File: src/hdl/hafsk_pkg.sv
// ----------------------------------------------------------------------------
// HDLC AFSK modulator package
// Constants, types, sine table and phase wrap shared by the modulator files.
// ----------------------------------------------------------------------------
`timescale 1ns / 1ps

package hafsk_pkg;

    localparam int TABLE_SIZE        = 48;
    localparam int SAMPLES_PER_BIT   = 8;
    localparam int ONES_BEFORE_STUFF = 5;
    localparam int SAMPLE_BITS       = 8;

    localparam int PHASE_W   = $clog2(TABLE_SIZE);
    localparam int STEP_W    = 6;
    localparam int BIT_CNT_W = $clog2(SAMPLES_PER_BIT);
    localparam int ONES_W    = $clog2(ONES_BEFORE_STUFF + 1);
    localparam int BYTE_W    = 8;
    localparam int CFG_IDX_W = 3;

    localparam int S_TDATA_W = 16;
    localparam int M_TDATA_W = 24;

    localparam logic [BYTE_W-1:0] FLAG_BYTE = 8'h7E;

    typedef logic [PHASE_W-1:0]     phase_t;
    typedef logic [SAMPLE_BITS-1:0] sample_t;

    typedef enum logic [1:0] {
        PH_PREAMBLE = 2'd0,
        PH_BEGIN    = 2'd1,
        PH_DATA     = 2'd2,
        PH_END      = 2'd3
    } frame_phase_t;

    typedef enum logic [CFG_IDX_W-1:0] {
        REG_MARK_STEP      = 3'd0,
        REG_SPACE_STEP     = 3'd1,
        REG_PREAMBLE_FLAGS = 3'd2,
        REG_LOOPBACK       = 3'd3,
        REG_DAC_MASK       = 3'd4,
        REG_IDLE_CODE      = 3'd5
    } cfg_reg_t;

    typedef struct packed {
        logic arm;
        logic bit_strobe;
    } frm_ctrl_t;

    typedef struct packed {
        logic              frame_pending;
        logic              head_valid;
        logic [BYTE_W-1:0] head_byte;
        logic              head_last;
    } frm_head_t;

    typedef struct packed {
        logic tone_is_mark;
        logic taken;
        logic wind;
    } frm_stat_t;

    function automatic sample_t sine_at(phase_t idx);
        sample_t v;
        unique case (idx)
            6'd0:  v = 8'h80;  6'd1:  v = 8'h90;  6'd2:  v = 8'ha0;  6'd3:  v = 8'hb0;
            6'd4:  v = 8'hbf;  6'd5:  v = 8'hcd;  6'd6:  v = 8'hda;  6'd7:  v = 8'he5;
            6'd8:  v = 8'hee;  6'd9:  v = 8'hf5;  6'd10: v = 8'hfb;  6'd11: v = 8'hfe;
            6'd12: v = 8'hff;  6'd13: v = 8'hfe;  6'd14: v = 8'hfb;  6'd15: v = 8'hf5;
            6'd16: v = 8'hee;  6'd17: v = 8'he5;  6'd18: v = 8'hda;  6'd19: v = 8'hcd;
            6'd20: v = 8'hbf;  6'd21: v = 8'hb0;  6'd22: v = 8'ha0;  6'd23: v = 8'h90;
            6'd24: v = 8'h80;  6'd25: v = 8'h6f;  6'd26: v = 8'h5f;  6'd27: v = 8'h4f;
            6'd28: v = 8'h40;  6'd29: v = 8'h32;  6'd30: v = 8'h25;  6'd31: v = 8'h1a;
            6'd32: v = 8'h11;  6'd33: v = 8'h0a;  6'd34: v = 8'h04;  6'd35: v = 8'h01;
            6'd36: v = 8'h00;  6'd37: v = 8'h01;  6'd38: v = 8'h04;  6'd39: v = 8'h0a;
            6'd40: v = 8'h11;  6'd41: v = 8'h1a;  6'd42: v = 8'h25;  6'd43: v = 8'h32;
            6'd44: v = 8'h40;  6'd45: v = 8'h4f;  6'd46: v = 8'h5f;  6'd47: v = 8'h6f;
            default: v = '0;
        endcase
        return v;
    endfunction

    // Phase plus step stays below three table lengths
    function automatic phase_t phase_wrap(logic [PHASE_W:0] sum);
        phase_t v;
        if (sum >= (PHASE_W+1)'(2 * TABLE_SIZE)) begin
            v = PHASE_W'(sum - (PHASE_W+1)'(2 * TABLE_SIZE));
        end else if (sum >= (PHASE_W+1)'(TABLE_SIZE)) begin
            v = PHASE_W'(sum - (PHASE_W+1)'(TABLE_SIZE));
        end else begin
            v = PHASE_W'(sum);
        end
        return v;
    endfunction

endpackage

File: src/hdl/hafsk_framer.sv
// ----------------------------------------------------------------------------
// HDLC bit framer
// Makes one HDLC bit per strobe (none on the strobe that starts the wind-down):
// preamble, flags, stuffed LSB-first data, and keeps the NRZI tone.
// ----------------------------------------------------------------------------
`timescale 1ns / 1ps

module hafsk_framer (
    input  logic                         aclk,
    input  logic                         aresetn,
    input  hafsk_pkg::frm_ctrl_t         ctrl,
    input  hafsk_pkg::frm_head_t         head,
    input  logic [hafsk_pkg::BYTE_W-1:0] preamble_flags,
    output hafsk_pkg::frm_stat_t         stat
);

    hafsk_pkg::frame_phase_t             phase_reg, phase_next;
    logic [hafsk_pkg::BYTE_W-1:0]        shift_reg, shift_next;
    logic [2:0]                          bitpos_reg, bitpos_next;
    logic [hafsk_pkg::ONES_W-1:0]        ones_reg, ones_next;
    logic                                pend_reg, pend_next;
    logic                                allow_reg, allow_next;
    logic [hafsk_pkg::BYTE_W-1:0]        pre_left_reg, pre_left_next;
    logic                                mark_reg, mark_next;
    logic                                wind_c, taken_c, tx_bit;
    logic [hafsk_pkg::ONES_W-1:0]        ones_inc;

    always_comb begin
        phase_next    = phase_reg;
        shift_next    = shift_reg;
        allow_next    = allow_reg;
        pre_left_next = pre_left_reg;
        wind_c        = 1'b0;
        taken_c       = 1'b0;
        if (bitpos_reg == 3'd0 && !pend_reg) begin
            unique case (phase_reg)
                hafsk_pkg::PH_PREAMBLE: begin
                    shift_next = hafsk_pkg::FLAG_BYTE;
                    allow_next = 1'b0;
                    if (pre_left_reg <= hafsk_pkg::BYTE_W'(1)) begin
                        pre_left_next = '0;
                        phase_next    = hafsk_pkg::PH_BEGIN;
                    end else begin
                        pre_left_next = pre_left_reg - hafsk_pkg::BYTE_W'(1);
                    end
                end
                hafsk_pkg::PH_BEGIN: begin
                    if (head.frame_pending) begin
                        shift_next = hafsk_pkg::FLAG_BYTE;
                        allow_next = 1'b0;
                        phase_next = hafsk_pkg::PH_DATA;
                    end else begin
                        phase_next = hafsk_pkg::PH_PREAMBLE;
                        wind_c     = 1'b1;
                    end
                end
                hafsk_pkg::PH_DATA: begin
                    if (head.head_valid) begin
                        shift_next = head.head_byte;
                        allow_next = 1'b1;
                        taken_c    = 1'b1;
                        if (head.head_last) begin
                            phase_next = hafsk_pkg::PH_END;
                        end
                    end else begin
                        shift_next = hafsk_pkg::FLAG_BYTE;
                        allow_next = 1'b0;
                        phase_next = hafsk_pkg::PH_END;
                    end
                end
                hafsk_pkg::PH_END: begin
                    shift_next = hafsk_pkg::FLAG_BYTE;
                    allow_next = 1'b0;
                    phase_next = hafsk_pkg::PH_BEGIN;
                end
                default: begin
                    phase_next = hafsk_pkg::PH_PREAMBLE;
                end
            endcase
        end
    end

    always_comb begin
        ones_inc    = ones_reg + hafsk_pkg::ONES_W'(1);
        bitpos_next = bitpos_reg;
        ones_next   = ones_reg;
        pend_next   = pend_reg;
        if (pend_reg) begin
            tx_bit    = 1'b0;
            pend_next = 1'b0;
        end else begin
            tx_bit = shift_next[bitpos_reg];
            if (tx_bit) begin
                if (ones_inc >= hafsk_pkg::ONES_W'(hafsk_pkg::ONES_BEFORE_STUFF)) begin
                    ones_next = '0;
                    pend_next = allow_next;
                end else begin
                    ones_next = ones_inc;
                end
            end else begin
                ones_next = '0;
            end
            bitpos_next = bitpos_reg + 3'd1;
        end
        mark_next = tx_bit ? mark_reg : !mark_reg;
    end

    always_ff @(posedge aclk) begin
        if (!aresetn) begin
            phase_reg    <= hafsk_pkg::PH_PREAMBLE;
            shift_reg    <= hafsk_pkg::FLAG_BYTE;
            bitpos_reg   <= '0;
            ones_reg     <= '0;
            pend_reg     <= 1'b0;
            allow_reg    <= 1'b0;
            pre_left_reg <= '0;
            mark_reg     <= 1'b1;
        end else if (ctrl.arm) begin
            mark_reg     <= 1'b1;
            shift_reg    <= hafsk_pkg::FLAG_BYTE;
            bitpos_reg   <= '0;
            pre_left_reg <= preamble_flags;
            allow_reg    <= 1'b0;
            pend_reg     <= 1'b0;
            ones_reg     <= '0;
        end else if (ctrl.bit_strobe) begin
            phase_reg <= phase_next;
            if (!wind_c) begin
                shift_reg    <= shift_next;
                allow_reg    <= allow_next;
                pre_left_reg <= pre_left_next;
                bitpos_reg   <= bitpos_next;
                ones_reg     <= ones_next;
                pend_reg     <= pend_next;
                mark_reg     <= mark_next;
            end
        end
    end

    assign stat.tone_is_mark = mark_reg;
    assign stat.taken        = ctrl.bit_strobe & taken_c;
    assign stat.wind         = ctrl.bit_strobe & wind_c;

endmodule

File: src/hdl/hdlc_afsk_modulator.sv
// An input transfer is captured in the input register; its result is registered in
// the result register on m_axis. Throughput: one item per cycle while m_axis is
// ready; phase add, table read and framer step sit between the two registers.
// Reset (aresetn low, synchronous) clears both stages, loads the register
// defaults and leaves the transmitter idle on the mark tone.
// ----------------------------------------------------------------------------
// HDLC AFSK modulator
// Sine-table AFSK sample generator driven by an HDLC framer, one result per
// input item.
// ----------------------------------------------------------------------------
`timescale 1ns / 1ps

module hdlc_afsk_modulator (
    input  logic                            aclk,
    input  logic                            aresetn,
    input  logic                            s_axis_tvalid,
    output logic                            s_axis_tready,
    // [0] frame_pending, [1] head_valid, [9:2] head_byte, [15:10] zero
    input  logic [hafsk_pkg::S_TDATA_W-1:0] s_axis_tdata,
    // [0] kind
    input  logic [0:0]                      s_axis_tuser,
    input  logic                            s_axis_tlast,
    output logic                            m_axis_tvalid,
    input  logic                            m_axis_tready,
    // [7:0] dac_code, [15:8] loop_sample, [16] byte_taken, [17] idle, [23:18] zero
    output logic [hafsk_pkg::M_TDATA_W-1:0] m_axis_tdata,
    input  logic                            cfg_valid,
    output logic                            cfg_ready,
    input  logic [hafsk_pkg::CFG_IDX_W-1:0] cfg_index,
    input  logic [hafsk_pkg::BYTE_W-1:0]    cfg_data
);

    localparam int M_PAD_W = hafsk_pkg::M_TDATA_W - 2 * hafsk_pkg::BYTE_W - 2;

    // configuration
    logic [hafsk_pkg::STEP_W-1:0] mark_step_reg, space_step_reg;
    logic [hafsk_pkg::BYTE_W-1:0] preamble_reg, dac_mask_reg, idle_code_reg;
    logic                         loopback_reg;

    // input stage
    logic                            in_valid_reg;
    logic [hafsk_pkg::S_TDATA_W-1:0] in_data_reg;
    logic                            in_kind_reg, in_last_reg;

    // modulator state
    hafsk_pkg::phase_t               tone_phase_reg, tone_phase_next;
    hafsk_pkg::phase_t               test_phase_reg, test_phase_next;
    logic                            ready_reg, ready_next;
    logic                            winding_reg, winding_next;
    logic [hafsk_pkg::BIT_CNT_W-1:0] sample_cnt_reg, sample_cnt_next;

    // result stage
    logic                            out_valid_reg;
    logic [hafsk_pkg::M_TDATA_W-1:0] out_data_reg;

    logic                            advance, tick_active, bit_end, wind_end;
    logic [hafsk_pkg::STEP_W-1:0]    tone_step;
    hafsk_pkg::phase_t               tone_adv, test_adv;
    hafsk_pkg::sample_t              tone_sample, test_sample;
    logic [hafsk_pkg::BYTE_W-1:0]    dac_next, loop_next;
    hafsk_pkg::frm_ctrl_t            frm_ctrl;
    hafsk_pkg::frm_head_t            frm_head;
    hafsk_pkg::frm_stat_t            frm_stat;

    assign advance       = in_valid_reg && (!out_valid_reg || m_axis_tready);
    assign s_axis_tready = !in_valid_reg || advance;
    assign cfg_ready     = 1'b1;

    always_ff @(posedge aclk) begin
        if (!aresetn) begin
            mark_step_reg  <= hafsk_pkg::STEP_W'(6);
            space_step_reg <= hafsk_pkg::STEP_W'(11);
            preamble_reg   <= 8'd30;
            loopback_reg   <= 1'b0;
            dac_mask_reg   <= 8'hFF;
            idle_code_reg  <= 8'h80;
        end else if (cfg_valid) begin
            unique case (cfg_index)
                hafsk_pkg::REG_MARK_STEP:      mark_step_reg  <= cfg_data[hafsk_pkg::STEP_W-1:0];
                hafsk_pkg::REG_SPACE_STEP:     space_step_reg <= cfg_data[hafsk_pkg::STEP_W-1:0];
                hafsk_pkg::REG_PREAMBLE_FLAGS: preamble_reg   <= cfg_data;
                hafsk_pkg::REG_LOOPBACK:       loopback_reg   <= cfg_data[0];
                hafsk_pkg::REG_DAC_MASK:       dac_mask_reg   <= cfg_data;
                hafsk_pkg::REG_IDLE_CODE:      idle_code_reg  <= cfg_data;
                default: ;
            endcase
        end
    end

    always_ff @(posedge aclk) begin
        if (!aresetn) begin
            in_valid_reg <= 1'b0;
        end else if (s_axis_tvalid && s_axis_tready) begin
            in_valid_reg <= 1'b1;
        end else if (advance) begin
            in_valid_reg <= 1'b0;
        end
    end

    always_ff @(posedge aclk) begin
        if (s_axis_tvalid && s_axis_tready) begin
            in_data_reg <= s_axis_tdata;
            in_kind_reg <= s_axis_tuser[0];
            in_last_reg <= s_axis_tlast;
        end
    end

    assign frm_head.frame_pending = in_data_reg[0];
    assign frm_head.head_valid    = in_data_reg[1];
    assign frm_head.head_byte     = in_data_reg[9:2];
    assign frm_head.head_last     = in_last_reg;

    assign tick_active = !in_kind_reg && !ready_reg;
    assign tone_step   = frm_stat.tone_is_mark ? mark_step_reg : space_step_reg;
    assign tone_adv    = hafsk_pkg::phase_wrap({1'b0, tone_phase_reg} + {1'b0, tone_step});
    assign test_adv    = hafsk_pkg::phase_wrap({1'b0, test_phase_reg} + {1'b0, mark_step_reg});
    assign tone_sample = hafsk_pkg::sine_at(tone_phase_reg);
    assign test_sample = hafsk_pkg::sine_at(test_phase_reg);
    assign bit_end     = sample_cnt_reg ==
                         hafsk_pkg::BIT_CNT_W'(hafsk_pkg::SAMPLES_PER_BIT - 1);
    assign wind_end    = winding_reg && (tone_adv < space_step_reg);

    assign frm_ctrl.arm        = advance && in_kind_reg && ready_reg;
    assign frm_ctrl.bit_strobe = advance && tick_active && !winding_reg && bit_end;

    always_comb begin
        dac_next  = idle_code_reg;
        loop_next = idle_code_reg;
        if (tick_active) begin
            if (loopback_reg) begin
                dac_next  = test_sample & dac_mask_reg;
                loop_next = tone_sample;
            end else begin
                dac_next  = tone_sample & dac_mask_reg;
            end
            if (wind_end) begin
                dac_next = idle_code_reg;
            end
        end
    end

    always_comb begin
        tone_phase_next = tone_phase_reg;
        test_phase_next = test_phase_reg;
        ready_next      = ready_reg;
        winding_next    = winding_reg;
        sample_cnt_next = sample_cnt_reg;
        if (frm_ctrl.arm) begin
            ready_next = 1'b0;
        end else if (advance && tick_active) begin
            if (loopback_reg) begin
                test_phase_next = test_adv;
            end
            if (winding_reg) begin
                if (wind_end) begin
                    tone_phase_next = '0;
                    ready_next      = 1'b1;
                    winding_next    = 1'b0;
                end else begin
                    tone_phase_next = tone_adv;
                end
            end else begin
                tone_phase_next = tone_adv;
                sample_cnt_next = bit_end ? '0 : sample_cnt_reg + hafsk_pkg::BIT_CNT_W'(1);
                if (frm_stat.wind) begin
                    winding_next = 1'b1;
                end
            end
        end
    end

    always_ff @(posedge aclk) begin
        if (!aresetn) begin
            tone_phase_reg <= '0;
            test_phase_reg <= '0;
            ready_reg      <= 1'b1;
            winding_reg    <= 1'b0;
            sample_cnt_reg <= '0;
        end else begin
            tone_phase_reg <= tone_phase_next;
            test_phase_reg <= test_phase_next;
            ready_reg      <= ready_next;
            winding_reg    <= winding_next;
            sample_cnt_reg <= sample_cnt_next;
        end
    end

    hafsk_framer u_framer (
        .aclk           (aclk),
        .aresetn        (aresetn),
        .ctrl           (frm_ctrl),
        .head           (frm_head),
        .preamble_flags (preamble_reg),
        .stat           (frm_stat)
    );

    always_ff @(posedge aclk) begin
        if (!aresetn) begin
            out_valid_reg <= 1'b0;
        end else if (advance) begin
            out_valid_reg <= 1'b1;
        end else if (m_axis_tready) begin
            out_valid_reg <= 1'b0;
        end
    end

    always_ff @(posedge aclk) begin
        if (advance) begin
            out_data_reg <= {M_PAD_W'(0), ready_next, frm_stat.taken, loop_next, dac_next};
        end
    end

    assign m_axis_tvalid = out_valid_reg;
    assign m_axis_tdata  = out_data_reg;

endmodule

File: config.mk
export PLATFORM = sky130hd
export DESIGN_NAME = hdlc_afsk_modulator
export DESIGN_NICKNAME = d
export VERILOG_FILES = /design/src/hdl/hafsk_pkg.sv /design/src/hdl/hafsk_framer.sv /design/src/hdl/hdlc_afsk_modulator.sv
export SDC_FILE = /design/constraint.sdc
export NUM_CORES = 1
export LEC_CHECK = 0
export BUFFER_PORTS_ARGS = -buffer_cell sky130_fd_sc_hd__buf_4
export CAP_MARGIN = 20
export CORE_UTILIZATION = 46
export CTS_BUF_LIST = sky130_fd_sc_hd__clkbuf_4
export DETAILED_ROUTE_END_ITERATION = 8
export SLEW_MARGIN = 20
export SYNTH_ARGS = -nofsm -noshare
export SYNTH_HDL_FRONTEND = slang
export SYNTH_HIERARCHICAL = 1
export SYNTH_SLANG_ARGS = --single-unit
File: constraint.sdc
create_clock -name aclk -period 7.4 [get_ports aclk]
set_input_delay 0.37 -clock aclk [delete_from_list [all_inputs] [get_ports aclk]]
set_output_delay 0.37 -clock aclk [all_outputs]
set_load 0.01 [all_outputs]
==> impl_metrics.ini, run 1 <==
[critical_path]
cp.arrival_ns = 7.21
cp_slowest_cell = dfxtp_1
cp_max_fo = 15
critPathKind = flop to flop
worst-endpoint-required_ns = 7.84
cp_top_family = compound AO/OA/AOI/OAI gates
path_buf_inv = 4
cp-start-kind = flop
end_kind = flop
cpPeakStageDelay_ns = 0.63

[status]
status = complete, no violations

[detailed_routing]
drt_wl_total_mm = 20.9
drt-initial-drc-count = 432
routedWlPerCell_um = 16.8
vias_per_cell = 5.74
drcViolationCount = 0
vias = 7108
postRouteAntennaNets = 0
first_pass_iters = 7

[global_routing]
grt_pass1_vias = 6394
grt_pass1_wl_mm = 32.9
grt_antenna_before_repair = 1
track_usage_pct = 23.1
grt_max_degree = 44
grt_overflow = 0

[place]
portBuffers = 47
place.gp.congestion = 0.839
dp_hpwl_mm = 14.9
placed_cells = 1193

[cts]
clock_path_buffers = 2
numCtsBuffers = 17
cts_tree = done
clk_pin_slew_ns = 0.11
ctsHtreeMaxLevel = 4
clock-root-buffer = clkbuf_4
cts_sinks = 129
clkLatencyLatePin_ns = 0.55

[synthesis]
ys_seq_elements = 129
yosys_warnings = 6
syn_inst = 968
synth_ff_type = dfxtp_1
synth-edff-count = 30
synth_xor_area_share_pct = 1.30
async_flop_share_pct = 0
synth_mux_area_share_pct = 5.75
synth_area_mm2 = 0.00810
synth_compound_area_share_pct = 20.8
seq_area_frac_synth_pct = 35.6
synth_area_per_cell_um2 = 8.36
synth_top_family_by_area = simple AND/OR/NAND/NOR gates
synth_simple_gate_area_share_pct = 22.8
synthAdderAreaFrac_pct = 8.22
synth_cell_type_count = 95

[min_path]
min_path_type = input pin to flop

[power]
vdd_drop_max_v = 0.000128
clkPwrFrac_pct = 34.7
power_switching_w = 0.000347
p_int_w = 0.000987
switching_share_pct = 26.0
seq_power_share_pct = 56.3
p_leak_nw = 3.70
power_density_mw_per_mm2 = 150
combPwrFrac_pct = 9.1

[floorplanning]
die_y_um = 135
die_w_um = 135
start_util_pct = 47.0
num_io_pins = 61
rows = 48
dieArea_mm2 = 0.0181
core-area_mm2 = 0.0172

[layout]
layout.nets = 1086
finalNonFillerCells = 1239
area_growth_pct = 10.1
seqCellArea_mm2 = 0.00288
drive_above_1_share_pct = 11.9
n_fill_cell = 1663
largest_reg_flops = 18
multi_input_area_mm2 = 0.00480

[timing]
report.final.setup_viol = 0
period_minus_slack_ns = 6.77
clock_skew_ns = 0.0166
worst_slew_pin_slew_ns = 0.838
maxSlewHeadroom_pct = 44.1
drv_slew = 0
post-route-period-util_pct = 91.4
finalHoldViolations = 0
rsz0062_at_grt = false
tns_ns = 0
fmaxAchievable_mhz = 148

[run]
drv_cap = 0
==> worst register-to-register path, cell delays in order (launching register included) <==
cell	delay, ns
dfxtp_1	0.63
mux2_2	0.25
ha_1	0.18
inv_1	0.07
fa_1	0.40
nand2b_1	0.18
a21oi_1	0.31
xnor2_1	0.20
inv_1	0.07
ha_1	0.19
nor4bb_1	0.14
o211ai_1	0.09
o211ai_1	0.15
or4b_4	0.50
mux2_4	0.25
inv_1	0.08
ha_1	0.30
nand3_1	0.08
nand4b_1	0.09
a41o_1	0.42
a22o_1	0.33
and2_1	0.30
inv_1	0.20
ha_1	0.37
or3_1	0.40
o211ai_1	0.10
o2111ai_1	0.13
a31o_1	0.26
==> final timing paths <==
kind,start,to,slack [ns],cells past startpoint
max reg2reg,u_framer/mark_reg$_SDFFE_PP1P_,tone_sample[1]$_DFF_P_,0.63,27
max,u_framer/mark_reg$_SDFFE_PP1P_,tone_sample[1]$_DFF_P_,0.63,27
min reg2reg,preamble_reg[6]$_SDFFE_PN0P_,preamble_reg[6]$_SDFFE_PN0P_,0.46,2
min,cfg_data[7],idle_code_reg[7]$_SDFFE_PN1P_,0.06,3
==> cell usage after synthesis, types with 5 or more instances <==
cell / number / area (um2)
o21a_1: 11 / 82.6
o211a_1: 9 / 90.1
dfxtp_1: 99 / 1980
nand2b_1: 9 / 56.3
clkbuf_1: 31 / 116
buf_2: 11 / 55.1
a21oi_1: 45 / 225
and3_1: 9 / 56.3
nor2_1: 72 / 270
a211oi_1: 8 / 60.1
o211ai_1: 16 / 120
nor3_1: 19 / 95.1
a21o_1: 7 / 52.6
nand3_1: 32 / 160
or3_1: 8 / 50.1
o21ai_0: 56 / 280
mux2i_1: 27 / 270
nor2b_1: 7 / 43.8
o32ai_1: 5 / 43.8
ha_1: 50 / 626
o311ai_0: 5 / 43.8
inv_1: 42 / 158
nand2_1: 166 / 623
buf_4: 9 / 67.6
a31oi_1: 6 / 37.5
xor2_1: 6 / 52.6
a221oi_1: 5 / 43.8
xnor2_1: 6 / 52.6
nand4_1: 11 / 68.8
mux2_2: 14 / 158
o221ai_1: 5 / 43.8
edfxtp_1: 30 / 901
and2_1: 13 / 81.3
==> power groups by stage <==
stage / Clock (W) / Sequential (W) / Combinational (W)
after floorplan: 0 / 0.000764 / 0.0000736
after global placement: 0 / 0.000766 / 0.000113
after detailed placement: 0 / 0.000766 / 0.000115
after CTS: 0.000474 / 0.000751 / 0.000121
after global routing: 0.000505 / 0.000753 / 0.000133
final: 0.000462 / 0.000751 / 0.000121
==> stage by stage <==
step / instance area, um2 / utilization, % / hold slack [ns] / setup slack, ns / power [W]
3_3_place_gp: 8520 / 49.4 / 0.443 / 0.802 / 0.000880
4_1_cts: 8910 / 51.7 / 0.0301 / 0.692 / 0.00135
3_5_place_dp: 8520 / 49.4 / 0.445 / 0.750 / 0.000881
5_1_grt: 8920 / 51.7 / 0.0272 / 0.249 / 0.00139
6_report: 8920 / 51.7 / 0.0614 / 0.635 / 0.00133
2_1_floorplan: 8120 / - / 0.431 / 1.42 / 0.000837
==> logic make-up (layout without fill, tap and decap cells) <==
group | after synthesis | after routing
xor+xnor | 12 | 12
fa+ha+maj | 52 | 52
simple gates | 387 | 387
flops | 129 | 129
other cells | 2 | 8
buf+inv | 101 | 141
compound gates | 242 | 242
mux | 43 | 43
==> layout make-up <==
class                   instances  area share, %
diodes                          1         0.0281
clock buffers                  19           1.60
clock inverters                13           1.35
inverters                      44           1.85
multi-input cells             743           53.9
flip-flops and latches        129           32.3
well taps                     225           3.16
repair buffers                 65           5.84
==> cell usage in the layout, fill, tap and decap left out, types with 8 or more instances in the layout <==
master,Yosys,final
a211oi_1,8,8
a21oi_1,45,45
and2_1,13,13
and3_1,9,9
buf_4,9,52
clkbuf_4,0,19
dfxtp_1,99,99
dlygate4sd3_1,0,13
edfxtp_1,30,30
ha_1,50,50
inv_1,42,42
mux2_2,14,14
mux2i_1,27,27
nand2_1,166,166
nand2b_1,9,9
nand3_1,32,32
nand4_1,11,11
nor2_1,72,72
nor3_1,19,18
o211a_1,9,9
o211ai_1,16,16
o21a_1,11,11
o21ai_0,56,56
or3_1,8,8
==> per-layer routing <==
| layer | GRT usage (%) | part of all wire [%] | vias up |
|---|---|---|---|
| li1 | - | - | 3548 |
| met1 | 31.0 | 48 | 3381 |
| met2 | 38.3 | 47 | 165 |
| met3 | 4.17 | 4.0 | 14 |
| met4 | 5.93 | 0.95 | 0 |
| met5 | 0 | 0 | - |
==> repair_timing <==
action | in CTS | in global routing
setup buffers | 0 | 0
endpoints found under the hold margin | 13 | 0
hold buffers | 13 | 0
gates resized for setup | 0 | 0
Note: power is estimated with default switching activity, not from simulation.
==> run 2: changes to the inputs <==
- CORE_ASPECT_RATIO: default -> 1.1
==> run 2 against run 1 <==
Clock power shrank 12%. Fmax grew 0.82%. Non-clock buffer count is the same. Largest power group unchanged. Wire length shrank 1.4%. Die area is essentially flat. Count of clock-buffer cells in the layout grew 2.
==> impl_metrics.ini, run 2 (synthesis results as in run 1) <==
[timing]
fmaxAchievable_mhz = 149
maxSlewHeadroom_pct = 44.8
rsz0062_at_grt = false
report.final.setup_viol = 0
clock_skew_ns = 0.0296
post-route-period-util_pct = 90.7
drv_slew = 0
period_minus_slack_ns = 6.71
worst_slew_pin_slew_ns = 0.827
finalHoldViolations = 0
hold-worst-slack_ns = 0.0337
tns_ns = 0

[critical_path]
reg2reg_depth = 27
worst-endpoint-required_ns = 7.85
cp.depth = 27
cp_max_fo = 15
end_kind = flop
cp_top_family = compound AO/OA/AOI/OAI gates
cp_slowest_cell = dfxtp_1
critPathKind = flop to flop
path_buf_inv = 4
cp.arrival_ns = 7.16
cpPeakStageDelay_ns = 0.60
cp-start-kind = flop

[power]
vdd_drop_max_v = 0.0000876
p_leak_nw = 3.70
power_density_mw_per_mm2 = 143

[floorplanning]
rows = 50
core-area_mm2 = 0.0171
start_util_pct = 47.2
num_io_pins = 61
die_y_um = 141
dieArea_mm2 = 0.0181
die_w_um = 128

[cts]
cts_sinks = 129
cts_tree = done
clk_pin_slew_ns = 0.12
ctsHtreeMaxLevel = 4
clkLatencyLatePin_ns = 0.57
clock-root-buffer = clkbuf_4
clock_path_buffers = 2
numCtsBuffers = 17
cts_resized = 0

[detailed_routing]
postRouteAntennaNets = 0
first_pass_iters = 5
routedWlPerCell_um = 16.5
drcViolationCount = 0
drt_wl_total_mm = 20.6
drt-initial-drc-count = 462
vias = 7052
vias_per_cell = 5.65

[layout]
layout.nets = 1086
layout_commonest_cell = nand2_1
drive_above_1_share_pct = 12.2
area_growth_pct = 9.83
design_area_mm2 = 0.00889
layout_common_cells = nand2_1 (166), dfxtp_1 (99), nor2_1 (72)
largest_reg_flops = 18
post-route-util_pct = 51.9

[global_routing]
grt_max_degree = 44
grt_pass1_wl_mm = 33.2
grt_antenna_before_repair = 1
track_usage_pct = 23.4
grt_overflow = 0
grt_pass1_vias = 6568

[min_path]
min_delay_path_depth = 3
min_path_type = input pin to flop

[place]
dpl_cell_area_mm2 = 0.00853
dp_hpwl_mm = 14.8
portBuffers = 47
place.gp.congestion = 0.837

[run]
drv_cap = 0

[status]
status = complete, no violations
run 2: worst paths after layout:
| kind | start | endpoint | slack [ns] |
|---|---|---|---|
| hold / removal | cfg_data[6] | dac_mask_reg[6]$_SDFFE_PN1P_ | 0.03 |
| setup reg to reg | u_framer/mark_reg$_SDFFE_PP1P_ | tone_sample[1]$_DFF_P_ | 0.69 |
| setup / recovery | u_framer/mark_reg$_SDFFE_PP1P_ | tone_sample[1]$_DFF_P_ | 0.69 |
| hold reg to reg | preamble_reg[6]$_SDFFE_PN0P_ | preamble_reg[6]$_SDFFE_PN0P_ | 0.46 |
run 2: cell type report:
type / instances / area [um2]
fill: 1739 / 8250
multi-input combinational: 743 / 4800
sequential: 129 / 2880
timing repair buffer: 65 / 520
tap: 234 / 293
inverter: 44 / 165
clock buffer: 21 / 158
clock inverter: 11 / 68.8
antenna: 1 / 2.50
run 2: where the power goes:
group          switching [W]  leakage, nW  internal [W]
clock network       0.000260        0.136      0.000145
registers          0.0000122         1.09      0.000738
logic              0.0000720         2.48     0.0000476
total               0.000344         3.70      0.000931
run 2: metrics by stage:
stage | power, W | cells | setup slack [ns]
global placement | 0.000880 | 1202 | 0.855
CTS | 0.00129 | 1247 | 0.726
finish | 0.00128 | 1248 | 0.689
global route | 0.00134 | 1248 | 0.251
detailed placement | 0.000880 | 1202 | 0.780
floorplan | 0.000837 | 973 | 1.42
run 2: per-layer routing:
metal,routed length (um),global-route usage [%]
met5,0,0
met4,407,7.62
met3,844,4.06
met2,9850,38.7
met1,9460,30.9
run 2: worst min-delay path, stage by stage:
cell and delay (ns):
buf_4 0.10, nand2_1 0.04, nand3_1 0.06
run 2: what timing repair did:
item                                   CTS  global route
setup buffers                            0             0
hold buffers                            13             0
endpoints found under the hold margin   13             0
